--- config.mk ---
export PLATFORM = sky130hd
export DESIGN_NAME = key_value_line_parser
export DESIGN_NICKNAME = d
export VERILOG_FILES = /design/src/sv/kvlp_pkg.sv /design/src/sv/kvlp_step.sv /design/src/sv/kvlp_out_slot.sv /design/src/sv/key_value_line_parser.sv
export SDC_FILE = /design/constraint.sdc
export NUM_CORES = 1
export LEC_CHECK = 0
export BUFFER_PORTS_ARGS = -buffer_cell sky130_fd_sc_hd__buf_2
export CORE_MARGIN = 2
export CORE_UTILIZATION = 24
export DETAILED_ROUTE_END_ITERATION = 12
export GPL_TIMING_DRIVEN = 0
export PLACE_DENSITY = 0.36
export SYNTH_ARGS = -nofsm -noshare
export SYNTH_HDL_FRONTEND = slang
export SYNTH_SLANG_ARGS = --single-unit
--- constraint.sdc ---
create_clock -name clk -period 4.6 [get_ports clk]
set_clock_uncertainty 0.1 [all_clocks]
set_input_delay 1.15 -clock clk [delete_from_list [all_inputs] [get_ports clk]]
set_output_delay 1.15 -clock clk [all_outputs]
set_load 0.02 [all_outputs]
--- src/sv/kvlp_pkg.sv ---
// kvlp_pkg: shared types, character constants and class functions
// for the key/value line parser; no dependencies
package kvlp_pkg;

    localparam int KEY_VALUE_MAX_DEF = 32;
    localparam int LINE_W            = 16;

    localparam logic [7:0] CH_HASH    = 8'h23;
    localparam logic [7:0] CH_EQUALS  = 8'h3D;
    localparam logic [7:0] CH_NEWLINE = 8'h0A;
    localparam logic [7:0] CH_SPACE   = 8'h20;
    localparam logic [7:0] CH_TAB     = 8'h09;
    localparam logic [7:0] CH_CR      = 8'h0D;

    localparam logic [LINE_W-1:0] LINE_FIRST = 16'd1;
    localparam logic [LINE_W-1:0] LINE_MAX   = 16'hFFFF;

    typedef enum logic [2:0] {
        MODE_WAIT_KEY   = 3'd0,
        MODE_COMMENT    = 3'd1,
        MODE_READ_KEY   = 3'd2,
        MODE_WAIT_EQ    = 3'd3,
        MODE_WAIT_VALUE = 3'd4,
        MODE_READ_VALUE = 3'd5
    } mode_t;

    typedef enum logic [1:0] {
        KIND_KEY   = 2'd0,
        KIND_VALUE = 2'd1,
        KIND_PAIR  = 2'd2,
        KIND_ERROR = 2'd3
    } kind_t;

    typedef enum logic [2:0] {
        ERR_EXPECTED_KEY   = 3'd0,
        ERR_NEWLINE_IN_KEY = 3'd1,
        ERR_BAD_KEY_CHAR   = 3'd2,
        ERR_KEY_TOO_LONG   = 3'd3,
        ERR_EXPECTED_EQ    = 3'd4,
        ERR_EXPECTED_VALUE = 3'd5,
        ERR_VALUE_TOO_LONG = 3'd6
    } err_t;

    typedef struct packed {
        logic              vld;
        kind_t             kind;
        logic [7:0]        data;
        err_t              code;
        logic [LINE_W-1:0] line;
    } result_t;

    function automatic logic is_letter(input logic [7:0] c);
        is_letter = (c >= 8'h41 && c <= 8'h5A) || (c >= 8'h61 && c <= 8'h7A);
    endfunction

    function automatic logic is_digit(input logic [7:0] c);
        is_digit = (c >= 8'h30 && c <= 8'h39);
    endfunction

    function automatic logic is_space(input logic [7:0] c);
        is_space = (c == CH_SPACE) || (c == CH_TAB) || (c == CH_CR);
    endfunction

endpackage

--- src/sv/kvlp_step.sv ---
// kvlp_step: combinational parse step, one byte against the current state
// depends on kvlp_pkg
module kvlp_step #(
    parameter int KEY_VALUE_MAX = kvlp_pkg::KEY_VALUE_MAX_DEF,
    parameter int CNT_W         = $clog2(KEY_VALUE_MAX - 1)
) (
    input  logic [7:0]                    ch,
    input  kvlp_pkg::mode_t               mode,
    input  logic [CNT_W-1:0]              key_cnt,
    input  logic [CNT_W-1:0]              val_cnt,
    input  logic [kvlp_pkg::LINE_W-1:0]   line_cnt,
    input  logic                          failed,
    output kvlp_pkg::mode_t               mode_next,
    output logic [CNT_W-1:0]              key_cnt_next,
    output logic [CNT_W-1:0]              val_cnt_next,
    output logic [kvlp_pkg::LINE_W-1:0]   line_cnt_next,
    output logic                          failed_next,
    output kvlp_pkg::result_t             res
);
    import kvlp_pkg::*;

    localparam logic [CNT_W:0] LIMIT = (CNT_W+1)'(KEY_VALUE_MAX - 2);

    logic [CNT_W:0]        key_inc;
    logic [CNT_W:0]        val_inc;
    logic [LINE_W-1:0]     line_bump;

    assign key_inc   = {1'b0, key_cnt} + 1'b1;
    assign val_inc   = {1'b0, val_cnt} + 1'b1;
    assign line_bump = (line_cnt == LINE_MAX) ? line_cnt : line_cnt + 1'b1;

    always_comb
    begin
        mode_next     = mode;
        key_cnt_next  = key_cnt;
        val_cnt_next  = val_cnt;
        line_cnt_next = line_cnt;
        failed_next   = failed;
        res.vld       = 1'b0;
        res.kind      = KIND_KEY;
        res.data      = 8'd0;
        res.code      = ERR_EXPECTED_KEY;
        res.line      = line_cnt;

        if (!failed)
        begin
            unique case (mode)
                MODE_COMMENT:
                begin
                    if (ch == CH_NEWLINE)
                    begin
                        mode_next     = MODE_WAIT_KEY;
                        line_cnt_next = line_bump;
                    end
                end
                MODE_READ_KEY:
                begin
                    priority if (ch == CH_EQUALS)
                        mode_next = MODE_WAIT_VALUE;
                    else if (is_space(ch))
                        mode_next = MODE_WAIT_EQ;
                    else if (ch == CH_NEWLINE)
                    begin
                        res.vld = 1'b1; res.kind = KIND_ERROR;
                        res.code = ERR_NEWLINE_IN_KEY; failed_next = 1'b1;
                    end
                    else if (!is_letter(ch) && !is_digit(ch))
                    begin
                        res.vld = 1'b1; res.kind = KIND_ERROR;
                        res.code = ERR_BAD_KEY_CHAR; failed_next = 1'b1;
                    end
                    else
                    begin
                        key_cnt_next = key_inc[CNT_W-1:0];
                        res.vld      = 1'b1;
                        if (key_inc == LIMIT)
                        begin
                            res.kind = KIND_ERROR; res.code = ERR_KEY_TOO_LONG;
                            failed_next = 1'b1;
                        end
                        else
                            res.data = ch;
                    end
                end
                MODE_WAIT_EQ:
                begin
                    if (ch == CH_EQUALS)
                        mode_next = MODE_WAIT_VALUE;
                    else if (!is_space(ch))
                    begin
                        res.vld = 1'b1; res.kind = KIND_ERROR;
                        res.code = ERR_EXPECTED_EQ; failed_next = 1'b1;
                    end
                end
                MODE_WAIT_VALUE:
                begin
                    if (is_letter(ch) || is_digit(ch))
                    begin
                        mode_next    = MODE_READ_VALUE;
                        val_cnt_next = val_inc[CNT_W-1:0];
                        res.vld      = 1'b1;
                        if (val_inc == LIMIT)
                        begin
                            res.kind = KIND_ERROR; res.code = ERR_VALUE_TOO_LONG;
                            failed_next = 1'b1;
                        end
                        else
                        begin
                            res.kind = KIND_VALUE; res.data = ch;
                        end
                    end
                    else if (!is_space(ch))
                    begin
                        res.vld = 1'b1; res.kind = KIND_ERROR;
                        res.code = ERR_EXPECTED_VALUE; failed_next = 1'b1;
                    end
                end
                MODE_READ_VALUE:
                begin
                    res.vld = 1'b1;
                    if (ch == CH_NEWLINE)
                    begin
                        mode_next     = MODE_WAIT_KEY;
                        key_cnt_next  = '0;
                        val_cnt_next  = '0;
                        line_cnt_next = line_bump;
                        res.kind      = KIND_PAIR;
                    end
                    else
                    begin
                        val_cnt_next = val_inc[CNT_W-1:0];
                        if (val_inc == LIMIT)
                        begin
                            res.kind = KIND_ERROR; res.code = ERR_VALUE_TOO_LONG;
                            failed_next = 1'b1;
                        end
                        else
                        begin
                            res.kind = KIND_VALUE; res.data = ch;
                        end
                    end
                end
                default:
                begin
                    // waiting for key, and any code that names no mode
                    mode_next = MODE_WAIT_KEY;
                    if (ch == CH_HASH)
                        mode_next = MODE_COMMENT;
                    else if (ch == CH_NEWLINE)
                        line_cnt_next = line_bump;
                    else if (is_letter(ch))
                    begin
                        mode_next    = MODE_READ_KEY;
                        key_cnt_next = key_inc[CNT_W-1:0];
                        res.vld      = 1'b1;
                        if (key_inc == LIMIT)
                        begin
                            res.kind = KIND_ERROR; res.code = ERR_KEY_TOO_LONG;
                            failed_next = 1'b1;
                        end
                        else
                            res.data = ch;
                    end
                    else if (!is_space(ch))
                    begin
                        res.vld = 1'b1; res.kind = KIND_ERROR;
                        res.code = ERR_EXPECTED_KEY; failed_next = 1'b1;
                    end
                end
            endcase
        end
    end

endmodule

--- src/sv/kvlp_out_slot.sv ---
// kvlp_out_slot: result register on the output channel
// depends on kvlp_pkg
module kvlp_out_slot (
    input  logic                          clk,
    input  logic                          rst_n,
    input  logic                          load,
    input  kvlp_pkg::result_t             res,
    output logic                          free,
    output logic                          out_valid,
    input  logic                          out_ready,
    output logic [1:0]                    kind,
    output logic [7:0]                    data_byte,
    output logic [2:0]                    error_code,
    output logic [kvlp_pkg::LINE_W-1:0]   line_number
);
    import kvlp_pkg::*;

    logic              vld_reg;
    kind_t             kind_reg;
    logic [7:0]        data_reg;
    err_t              code_reg;
    logic [LINE_W-1:0] line_reg;

    assign free = !vld_reg || out_ready;

    always_ff @(posedge clk or negedge rst_n)
    begin
        if (!rst_n)
            vld_reg <= 1'b0;
        else if (load)
            vld_reg <= 1'b1;
        else if (out_ready)
            vld_reg <= 1'b0;
    end

    always_ff @(posedge clk)
    begin
        if (load)
        begin
            kind_reg <= res.kind;
            data_reg <= res.data;
            code_reg <= res.code;
            line_reg <= res.line;
        end
    end

    assign out_valid   = vld_reg;
    assign kind        = kind_reg;
    assign data_byte   = data_reg;
    assign error_code  = code_reg;
    assign line_number = line_reg;

endmodule

--- src/sv/key_value_line_parser.sv ---
// key_value_line_parser: top level, input register, parse state and result slot
// depends on kvlp_pkg, kvlp_step, kvlp_out_slot
//
//  channel | handshake            | word
//  --------+----------------------+-------------------------------------------
//  input   | in_valid / in_ready  | text_byte
//  output  | out_valid / out_ready| kind, data_byte, error_code, line_number
//
// one byte per cycle unless a result must wait; byte and result are each registered
// the parse step is a single combinational pass between input and result registers
// reset clears the parse state to waiting for key, line one, not failed
// a byte with no result never waits on the output; one with a result
// waits in the input register only while the result slot is full and stalled
module key_value_line_parser #(
    parameter int KEY_VALUE_MAX = kvlp_pkg::KEY_VALUE_MAX_DEF
) (
    input  logic                          clk,
    input  logic                          rst_n,
    input  logic                          in_valid,
    output logic                          in_ready,
    input  logic [7:0]                    text_byte,
    output logic                          out_valid,
    input  logic                          out_ready,
    output logic [1:0]                    kind,
    output logic [7:0]                    data_byte,
    output logic [2:0]                    error_code,
    output logic [kvlp_pkg::LINE_W-1:0]   line_number
);
    import kvlp_pkg::*;

    localparam int CNT_W = $clog2(KEY_VALUE_MAX - 1);

    logic              in_vld_reg;
    logic [7:0]        in_byte_reg;
    mode_t             mode_reg, mode_next;
    logic [CNT_W-1:0]  key_cnt_reg, key_cnt_next;
    logic [CNT_W-1:0]  val_cnt_reg, val_cnt_next;
    logic [LINE_W-1:0] line_reg, line_next;
    logic              failed_reg, failed_next;
    result_t           res;
    logic              slot_free;
    logic              advance;

    assign advance  = in_vld_reg && (!res.vld || slot_free);
    assign in_ready = !in_vld_reg || advance;

    always_ff @(posedge clk or negedge rst_n)
    begin
        if (!rst_n)
            in_vld_reg <= 1'b0;
        else if (in_valid && in_ready)
            in_vld_reg <= 1'b1;
        else if (advance)
            in_vld_reg <= 1'b0;
    end

    always_ff @(posedge clk)
    begin
        if (in_valid && in_ready)
            in_byte_reg <= text_byte;
    end

    always_ff @(posedge clk or negedge rst_n)
    begin
        if (!rst_n)
        begin
            mode_reg    <= MODE_WAIT_KEY;
            key_cnt_reg <= '0;
            val_cnt_reg <= '0;
            line_reg    <= LINE_FIRST;
            failed_reg  <= 1'b0;
        end
        else if (advance)
        begin
            mode_reg    <= mode_next;
            key_cnt_reg <= key_cnt_next;
            val_cnt_reg <= val_cnt_next;
            line_reg    <= line_next;
            failed_reg  <= failed_next;
        end
    end

    kvlp_step #(
        .KEY_VALUE_MAX (KEY_VALUE_MAX),
        .CNT_W         (CNT_W)
    ) u_step (
        .ch            (in_byte_reg),
        .mode          (mode_reg),
        .key_cnt       (key_cnt_reg),
        .val_cnt       (val_cnt_reg),
        .line_cnt      (line_reg),
        .failed        (failed_reg),
        .mode_next     (mode_next),
        .key_cnt_next  (key_cnt_next),
        .val_cnt_next  (val_cnt_next),
        .line_cnt_next (line_next),
        .failed_next   (failed_next),
        .res           (res)
    );

    kvlp_out_slot u_out_slot (
        .clk         (clk),
        .rst_n       (rst_n),
        .load        (advance && res.vld),
        .res         (res),
        .free        (slot_free),
        .out_valid   (out_valid),
        .out_ready   (out_ready),
        .kind        (kind),
        .data_byte   (data_byte),
        .error_code  (error_code),
        .line_number (line_number)
    );

endmodule

==> results of run 1 <==
## per-layer routing
metal	wire (µm)	part of all wire, %	global-route usage, %	vias up
met4	187	2.4	5.824	0
li1	-	-	-	1240
met5	0	0	0	-
met3	327	4.1	3.663	14
met2	3791	48	18.41	49
met1	3601	46	14.34	1192
## area by class of cell
class	count	area [µm²]
Tap cell	180	225.2
Clock inverter	4	73.82
Timing Repair Buffer	42	210.2
Fill cell	1464	9742
Clock buffer	11	242.7
Multi-Input combinational cell	221	1444
Buffer	9	53.80
Sequential cell	69	1913
Inverter	8	30.03
## path summary, 6_finish.rpt
check                          startpoint        endpoint  slack (ns)  depth (start not counted)
max                        in_byte_reg[6]        in_ready        0.98                          6
min                        key_cnt_reg[4]  key_cnt_reg[4]        0.39                          1
max reg2reg                in_byte_reg[2]  key_cnt_reg[3]        1.64                         11
min reg2reg                key_cnt_reg[4]  key_cnt_reg[4]        0.39                          1
max in group asynchronous           rst_n     line_reg[9]        3.10                          1
min in group asynchronous           rst_n  val_cnt_reg[0]        0.80                          1
## synth_stat cells (all sizes together) (6+ instances only)
cell type,n,share of area (%)
buf,6,1.2
edfxtp,37,32
and2,9,1.6
a21oi,7,1.0
inv,8,0.87
o21ai,26,3.8
nand2,27,3.0
nor2b,9,1.6
and3,11,2.0
dfrtp,31,23
ha,6,2.2
xnor2,14,3.6
nand4,8,1.6
nand2b,8,1.5
nand3,16,3.1
nor3,6,0.87
o211ai,7,1.8
nor2,20,2.2
## kinds of logic after synthesis
family	count (synthesis)	synth area share (%)
AND/OR/NAND/NOR	132	22.45
flip-flops	69	55.72
AO/OA/AOI/OAI	66	12.79
buffers and inverters	17	2.442
XOR/XNOR	16	4.082
adder cells (fa/ha/maj)	6	2.187
multiplexers	1	0.3280
## power by group
group          internal (µW)  total [µW]  switching [µW]
Sequential               666         690            23.9
Combinational           52.1         140            87.7
Clock                    486         744             258
## cells in the final DEF (no fill, tap or decap), drive strengths merged, types with 2 or more instances in the layout
cell type	instances
buf	48
edfxtp	37
dfrtp	31
nand2	27
o21ai	26
nor2	20
nand3	16
xnor2	14
clkbuf	14
and3	11
nor2b	9
and2	9
inv	8
nand2b	8
nand4	8
a21oi	7
o211ai	7
nor3	6
ha	6
o31ai	5
a31oi	5
nand3b	4
nor3b	3
and3b	3
nand4b	2
o21a	2
a32oi	2
xor2	2
bufinv	2
nor4	2
nor4b	2
clkinv	2
## per-stage QoR
stage,utilization [%],worst slack (ns),total power [µW]
floorplan,-,1.480,796.8
global placement,27.76,0.4664,842.7
detailed placement,27.82,1.235,840.7
CTS,30.09,0.9322,1608
global route,30.09,0.8089,1653
finish,30.09,0.9822,1574
==> results by group, run 1 <==
Outcome
  • Status: finished, final reports clean

Setup path
  • Critical Path End Type: output pin
  • Worst Path Class, Setup: reg -> out
  • CP Launch Type: flip-flop
  • CP delay by family, top: simple AND/OR/NAND/NOR gates
  • CP Buf/Inv Count: 1
  • Cells along the critical path: nand4bb_1, nor2_1, o211ai_1, a31oi_2, nand2_1, buf_2
  • Worst EP arrival: 2.37 ns
  • Worst path slowest cell: edfxtp_1
  • Worst stage delay on the critical path: 0.45 ns
  • Critical Path Fanout Max: 6
  • Worst path required time: 3.35 ns

GRT
  • Largest net degree at the start of global routing: 33
  • Vias in the first global route: 2505
  • Antenna violations before repair: 0
  • Global-route wire length before repair: 13.10 mm
  • Congestion Overflow GR: 0
  • Gr usage total: 11.65%

Drt
  • DR vias: ~2500
  • Avg WL per Cell: 14.53 µm
  • Antenna Nets Post-Route: 0
  • Iteration-0 DRC Markers: 130
  • First-pass iteration count of the detailed router: 4
  • Vias per cell: around 4.6
  • Total routed wirelength: 7.907 mm
  • Remaining routing DRC violations: 0

Yosys
  • Avg Cell Area, Syn: ~11 µm²
  • Sequential share of the synthesized area: 55.72%
  • Number of synthesized flops with an enable pin: 37
  • Yosys warns: 0
  • Netlist Area Pre-Place: 0.003433 mm²
  • Post-Synthesis Cells: 307
  • Post-synthesis net count: 325
  • Async set-reset flop share out of synthesis: 46.38%
  • Cell variety after synth: 53
  • Main synth FF type: edfxtp_1
  • Synth Register Bits: 69

Layout
  • Area Growth Syn to Fin: 22.12%
  • Post-route cell area: 0.004193 mm²
  • Final #Nets: 378
  • Ant. Diodes: 0
  • Post-Layout Cell Count: 544
  • Layout cells sized above 1: 21.70%

CTS
  • Clock transition at the registers of the reported paths: 0.05 ns
  • H-tree levels: 3
  • CTS max path bufs: 2
  • Worst-Skew Late Latency: 0.34 ns
  • Total CTS buffers: 9
  • Clk root buf: clkbuf_16
  • Clk sink count: 69
  • Hold_buf cts: 0
  • CTS tree: done
  • Post-CTS Resized: 0
  • Setup Buffers After CTS: 0

Timing
  • Fin crit period: roughly 3.6 ns
  • Setup violators final: 0
  • Max-slew violation count: 0
  • Setup TNS: 0 ns
  • Final Hold Violating Endpoints: 0
  • RSZ-0062 raised after global routing: no
  • Final period util: 78.65%
  • WHS: 0.3864 ns
  • Worst rel slew slack: 41.83%
  • Fmax: 0.2764 GHz
  • Slew @ Worst Pin: 0.8705 ns

Job
  • Max cap viols: 0

Floorplan
  • Starting density of the core: 24.64%
  • IO Pins: 43
  • Die height: around 120 µm
  • # rows: 43
  • Chip width: 123.6 µm
  • Full die area: 0.01528 mm²
  • Core area: between 0.01 and 0.015 mm²

Power and ir drop
  • Peak VDD IR: 0.2262 mV
  • Static Leak: 0.001638 µW
  • PwrDens: 375.4 mW/mm²

Placed design
  • Placed Area: 0.003876 mm²
  • Routability cong.: 0.8090
  • I/O Buffers: 42
  • Post-DP HPWL: 5.783 mm
  • Dpl cells: 529

Hold path
  • HP Class: reg -> reg
Note: power is estimated with default switching activity, not from simulation.
==> inputs of run 2 (changes only) <==
Settings changed: ABC_AREA from default to 1, PLACE_DENSITY 0.36 to 0.37.
Clock period 4.6 ns to 3.24 ns, I/O delays scaled along.
==> results by group, run 2 <==
Yosys
  • Synth Register Bits: just under 70
  • Post-synthesis net count: 457
  • Main synth FF type: edfxtp_1
  • Most numerous cell in the Yosys netlist: nand2_1
  • Avg Cell Area, Syn: 8.570 µm²
  • Cell variety after synth: 37
  • Synth top area share: 29.53%
  • Most instantiated cells after synthesis: 129 x nand2_1, 47 x inv_1, 39 x nor2_1, 37 x edfxtp_1, 35 x nand3_1
  • Yosys warns: 0
  • Sequential share of the synthesized area: 50.85%
  • Synth area leaders: edfxtp_1 30%, dfrtp_1 21%, nand2_1 13%
  • Dominant cell type by area after synthesis: edfxtp_1
  • Async set-reset flop share out of synthesis: between 40% and 50%
  • Netlist Area Pre-Place: 0.003762 mm²
  • Number of synthesized flops with an enable pin: 37
  • Post-Synthesis Cells: 439

Drt
  • Remaining routing DRC violations: 0
  • DR vias: about 3000
  • Avg WL per Cell: 12.58 µm
  • Vias per cell: 4.189
  • Total routed wirelength: between 8 and 9 mm
  • Iteration-0 DRC Markers: between 150 and 200
  • Antenna Nets Post-Route: 0
  • First-pass iteration count of the detailed router: 4

Timing
  • Max-slew violation count: 0
  • Setup TNS: 0 ns
  • Worst rel slew slack: 45.11%
  • Final Hold Violating Endpoints: 0
  • Fmax: ~0.33 GHz
  • RSZ-0062 raised after global routing: no
  • Final period util: 92.77%
  • Fin crit period: 3.006 ns
  • Setup violators final: 0
  • Slew @ Worst Pin: 0.8234 ns

CTS
  • Clk sink count: 69
  • Total CTS buffers: 9
  • Clk root buf: clkbuf_16
  • H-tree levels: 3
  • Hold_buf cts: 0
  • Clock transition at the registers of the reported paths: 0.06 ns
  • CTS tree: done
  • CTS max path bufs: 2
  • Worst-Skew Late Latency: 0.34 ns

Setup path
  • Critical Path Fanout Max: 4
  • CP Launch Type: flip-flop
  • Cells along the critical path: inv_2, nor2_1, nand2_2, nor2_2, nor2_4, nand2_1, a21oi_2, nand2_1, inv_1, nand3_1, buf_2
  • Worst path required time: 2.33 ns
  • Worst reg2reg path endpoint: u_out_slot.data_byte[3]
  • Worst EP arrival: 2.10 ns
  • Worst Path Class, Setup: reg -> out
  • Worst stage delay on the critical path: between 0.4 and 0.5 ns
  • FF-to-FF Start: in_byte_reg[5]
  • Worst reg-to-reg setup slack: 0.32 ns
  • Critical Path End Type: output pin
  • CP most frequent cell: nand2_1
  • Worst path slowest cell: edfxtp_1
  • R2R depth: 13

Floorplan
  • IO Pins: 43
  • Full die area: 0.01669 mm²
  • Die height: around 130 µm
  • Chip width: 129.2 µm
  • # rows: 45
  • Core area: between 0.015 and 0.02 mm²
  • Starting density of the core: 24.66%

Power and ir drop
  • Overall power: 2050 µW
  • Peak VDD IR: 0.2198 mV
  • PwrDens: between 400 and 500 mW/mm²
  • Static Leak: 0.002253 µW

GRT
  • Gr usage total: 11.70%
  • Antenna violations before repair: 0
  • Vias in the first global route: 2878
  • Congestion Overflow GR: 0
  • Global-route wire length before repair: between 10 and 15 mm
  • Largest net degree at the start of global routing: 33

Outcome
  • Status: finished, final reports clean

Placed design
  • I/O Buffers: 42
  • Routability cong.: 0.8806
  • Post-DP HPWL: 6.620 mm

Hold path
  • Worst hold path depth: 0
  • Hold_sp: line_reg[3]
  • HP Class: reg -> reg
  • Worst hold endpoint: u_out_slot.line_number[3]

Layout
  • Area Growth Syn to Fin: 21.15%
  • Commonest cells after routing, fill and taps aside: 128 x nand2_1, 46 x inv_1, 44 x buf_2
  • Final #Nets: slightly above 500
  • Most common cell after layout, fill and taps aside: nand2_1
  • Layout cells sized above 1: 23.94%
  • Ant. Diodes: 0

Job
  • Max cap viols: 0
==> run 2: logic make-up after synthesis <==
kind of cell,count (synthesis),synth area share (%)
buffers and inverters,65,7.150
and+or+nand+nor,263,33.22
adders and majority gates,6,1.995
AOI/OAI and AO/OA,21,3.292
xor gates and xnor gates,15,3.492
DFF,69,50.85
==> run 2: how the worst max path moves through the flow <==
| stage | start | endpoint | slack, ns | depth (start not counted) |
|---|---|---|---|---|
| final | in_byte_reg[5] | in_ready | 0.23 | 11 |
| after global placement | in_byte_reg[3] | u_out_slot.data_byte[4] | 0.05 | 14 |
| after floorplan | in_byte_reg[3] | u_out_slot.data_byte[0] | 0.70 | 14 |
| after detailed placement | in_byte_reg[3] | u_out_slot.data_byte[4] | 0.07 | 14 |
| after global routing | in_byte_reg[5] | u_out_slot.data_byte[1] | 0.03 | 13 |
| after CTS | in_byte_reg[3] | u_out_slot.data_byte[1] | 0.05 | 14 |
==> run 2: final cells by class <==
cell class | count | area (µm²)
fillers | 1630 | 10700
flip-flops and latches | 69 | 1913
multi-input cells | 305 | 1583
clock buffers | 13 | 271.5
well taps | 211 | 264.0
inverters | 58 | 221.5
repair buffers | 42 | 210.2
plain buffers | 7 | 51.30
clock inverters | 3 | 43.79
==> run 2: report_power, final <==
group / switching (µW) / internal, µW
Sequential: 11.4 / 931
Combinational: 47.2 / 19.6
Clock: 377 / 664
Total: 435 / 1610
==> run 2: routing by layer <==
layer | track usage [%] | share of wire [%] | vias to the layer above
li1 | - | - | 1519
met3 | 3.551 | 4.3 | 10
met5 | 0 | 0 | -
met2 | 18.70 | 46 | 44
met4 | 4.987 | 1.7 | 0
met1 | 14.70 | 48 | 1393
==> run 2: metrics by stage <==
stage | instance area, µm² | hold slack (ns) | utilization, % | instances | worst slack (ns)
after floorplan | 3762 | 0.3469 | - | 439 | 0.6966
after global placement | 4237 | 0.3695 | 27.77 | 692 | 0.04891
after detailed placement | 4237 | 0.3742 | 27.77 | 692 | 0.06614
after CTS | 4552 | 0.3887 | 29.83 | 708 | 0.05171
after global routing | 4558 | 0.4000 | 29.87 | 708 | 0.03034
final | 4558 | 0.3857 | 29.87 | 708 | 0.2341
==> run 2: critical path, delay by kind of cell (launching register included) <==
kind	cells	cell delay, ns
simple gates	7	0.66
buf+inv	3	0.41
flops	1	0.45
compound gates	1	0.22
==> run 2: repair_timing <==
item / in CTS / in global routing
resized for setup: 0 / 2
endpoints found under the setup margin: 0 / 29
setup buffers: 0 / 0
==> inputs of run 3 (changes only) <==
Settings changed: ABC_CLOCK_PERIOD_IN_PS from default to 2700.
Clock period 3.24 ns to 2.7 ns, I/O delays scaled along.
==> results by group, run 3 (synthesis gave the netlist of run 2 again) <==
GRT
  • Largest net degree at the start of global routing: 33
  • Congestion Overflow GR: 0
  • Vias in the first global route: 2955
  • Gr usage total: 12.00%
  • Global-route wire length before repair: 15.05 mm
  • Antenna violations before repair: 0

Floorplan
  • Chip width: 129.2 µm
  • Full die area: 0.01669 mm²
  • Die height: 129.2 µm
  • # rows: 45
  • IO Pins: 43
  • Starting density of the core: between 20 and 25%
  • Core area: 0.01526 mm²

Layout
  • Register area: 0.001916 mm²
  • Area of the multi-input gates: between 0.0015 and 0.002 mm²
  • Most common cell after layout, fill and taps aside: nand2_1
  • Commonest cells after routing, fill and taps aside: 121 x nand2_1, 43 x buf_2, 42 x inv_1
  • Layout cells sized above 1: between 30% and 40%
  • Post-Layout Cell Count: 740
  • Fill count: 1616
  • Area Growth Syn to Fin: 30.36%
  • Final #Nets: 542
  • Ant. Diodes: 0
  • Post-route cell area: approximately 0.005 mm²

CTS
  • CTS tree: done
  • CTS max path bufs: 2
  • Clk root buf: clkbuf_16
  • Worst-Skew Late Latency: 0.34 ns
  • H-tree levels: 3
  • Clock transition at the registers of the reported paths: 0.06 ns
  • Clk sink count: 69
  • Total CTS buffers: 9

Timing
  • RSZ-0062 raised after global routing: yes
  • Setup violators final: 0
  • Max-slew violation count: 0
  • Final period util: 98.28%
  • Fin crit period: ~2.7 ns
  • Final Hold Violating Endpoints: 0
  • Fmax: about 0.38 GHz
  • Slew @ Worst Pin: 0.8239 ns
  • Worst rel slew slack: about 45%
  • Setup TNS: 0 ns

Power and ir drop
  • Static Leak: 0.002420 µW
  • Clock share of power: 50.1%
  • Peak VDD IR: 0.2521 mV
  • PwrDens: between 500 and 600 mW/mm²
  • Total internal power: 1956 µW
  • Comb power frac: 4.4%
  • Sequential share of power: about 45%
  • Sw Share: a little over a fifth
  • Psw: about 530 µW

Setup path
  • Worst EP arrival: approximately 1.9 ns
  • Worst Path Class, Setup: reg -> out
  • Cells along the critical path: inv_2, nand2_4, nor3_4, nand2_2, o211ai_2, nand3_2, nand2_2, inv_4, nand3_4, buf_6
  • Worst path required time: 1.92 ns
  • CP most frequent cell: nand2_2
  • Critical Path Fanout Max: 3
  • CP Launch Type: flip-flop
  • Worst stage delay on the critical path: about 0.43 ns
  • Critical Path End Type: output pin
  • Worst path slowest cell: edfxtp_1

Placed design
  • I/O Buffers: between 40 and 50
  • Dpl cells: 692
  • Post-DP HPWL: 6.620 mm
  • Routability cong.: slightly below 0.9
  • Placed Area: 0.004237 mm²

Drt
  • Vias per cell: 4.204
  • Iteration-0 DRC Markers: just under 200
  • Remaining routing DRC violations: 0
  • DR vias: 3111
  • First-pass iteration count of the detailed router: 4
  • Total routed wirelength: 9.287 mm
  • Antenna Nets Post-Route: 0
  • Avg WL per Cell: about 13 µm

Hold path
  • HP Class: in -> async

Job
  • Max cap viols: 0

Outcome
  • Status: finished, final reports clean
==> run 3: cell count changes in the layout (fill, tap and decap cells not counted), sizes merged <==
cell / before / now
clkinvlp: 1 / 2
buf: 48 / 79
==> run 3: per-layer routing <==
metal	wire length [µm]	part of all wire (%)	global-route usage [%]	vias to the layer above
met4	136	1.5	4.028	0
met2	4468	48	19.50	63
li1	-	-	-	1585
met3	432	4.7	4.046	8
met1	4251	46	14.98	1455
met5	0	0	0	-
==> run 3: what timing repair did <==
action | 4_1_cts | 5_1_grt
gates resized for setup | 11 | 20
cloned | 1 | 0
setup endpoints to repair | 30 | 30
hold buffers | 0 | 0
pin swaps | 3 | 16
buffers inserted | 11 | 20
==> run 3: power by group through the flow <==
stage	combinational, µW	sequential [µW]	clock [µW]
after detailed placement	81.4	1150	0
after global placement	81.4	1150	0
after floorplan	48.7	1150	0
after global routing	122	1130	1340
final	110	1130	1250
after CTS	88.2	1130	1290
==> run 3: critical path, delay by kind of cell (launching register included) <==
family / cells / cell delay (ns)
and+or+nand+nor: 6 / 0.73
DFF: 1 / 0.43
buffers and inverters: 3 / 0.27
AOI/OAI and AO/OA: 1 / 0.11
==> run 3: per-stage QoR <==
| step | hold WS, ns | power, µW | worst slack (ns) | util (%) |
|---|---|---|---|---|
| after global placement | 0.3695 | 1233 | -0.4911 | 27.77 |
| after global routing | 0.3860 | 2589 | -0.06516 | 32.14 |
| final | 0.3316 | 2484 | 0.04645 | 32.14 |
| after CTS | 0.3471 | 2509 | 0.008201 | 30.79 |
| after floorplan | 0.2794 | 1195 | 0.1566 | - |
| after detailed placement | 0.3742 | 1233 | -0.4739 | 27.77 |
==> run 3: worst paths after layout <==
kind | start | end | slack [ns] | cells after the start
max | in_byte_reg[6] | in_ready | 0.05 | 10
min | rst_n | line_reg[13] | 0.33 | 1
max reg2reg | in_byte_reg[6] | u_out_slot.data_byte[4] | 0.17 | 15
min reg2reg | line_reg[3] | u_out_slot.line_number[3] | 0.39 | 0
max in group asynchronous | rst_n | mode_reg[0] | 1.59 | 1
min in group clk | line_reg[3] | u_out_slot.line_number[3] | 0.39 | 0
==> run 3: final cells by class <==
class / instances / share of cell area (%)
well taps: 211 / 5.383
repair buffers: 73 / 9.668
repair inverters: 1 / 0.1531
multi-input cells: 305 / 33.70
clock inverters: 3 / 0.8929
plain buffers: 7 / 1.046
inverters: 58 / 4.566
flip-flops and latches: 69 / 39.06
clock buffers: 13 / 5.536
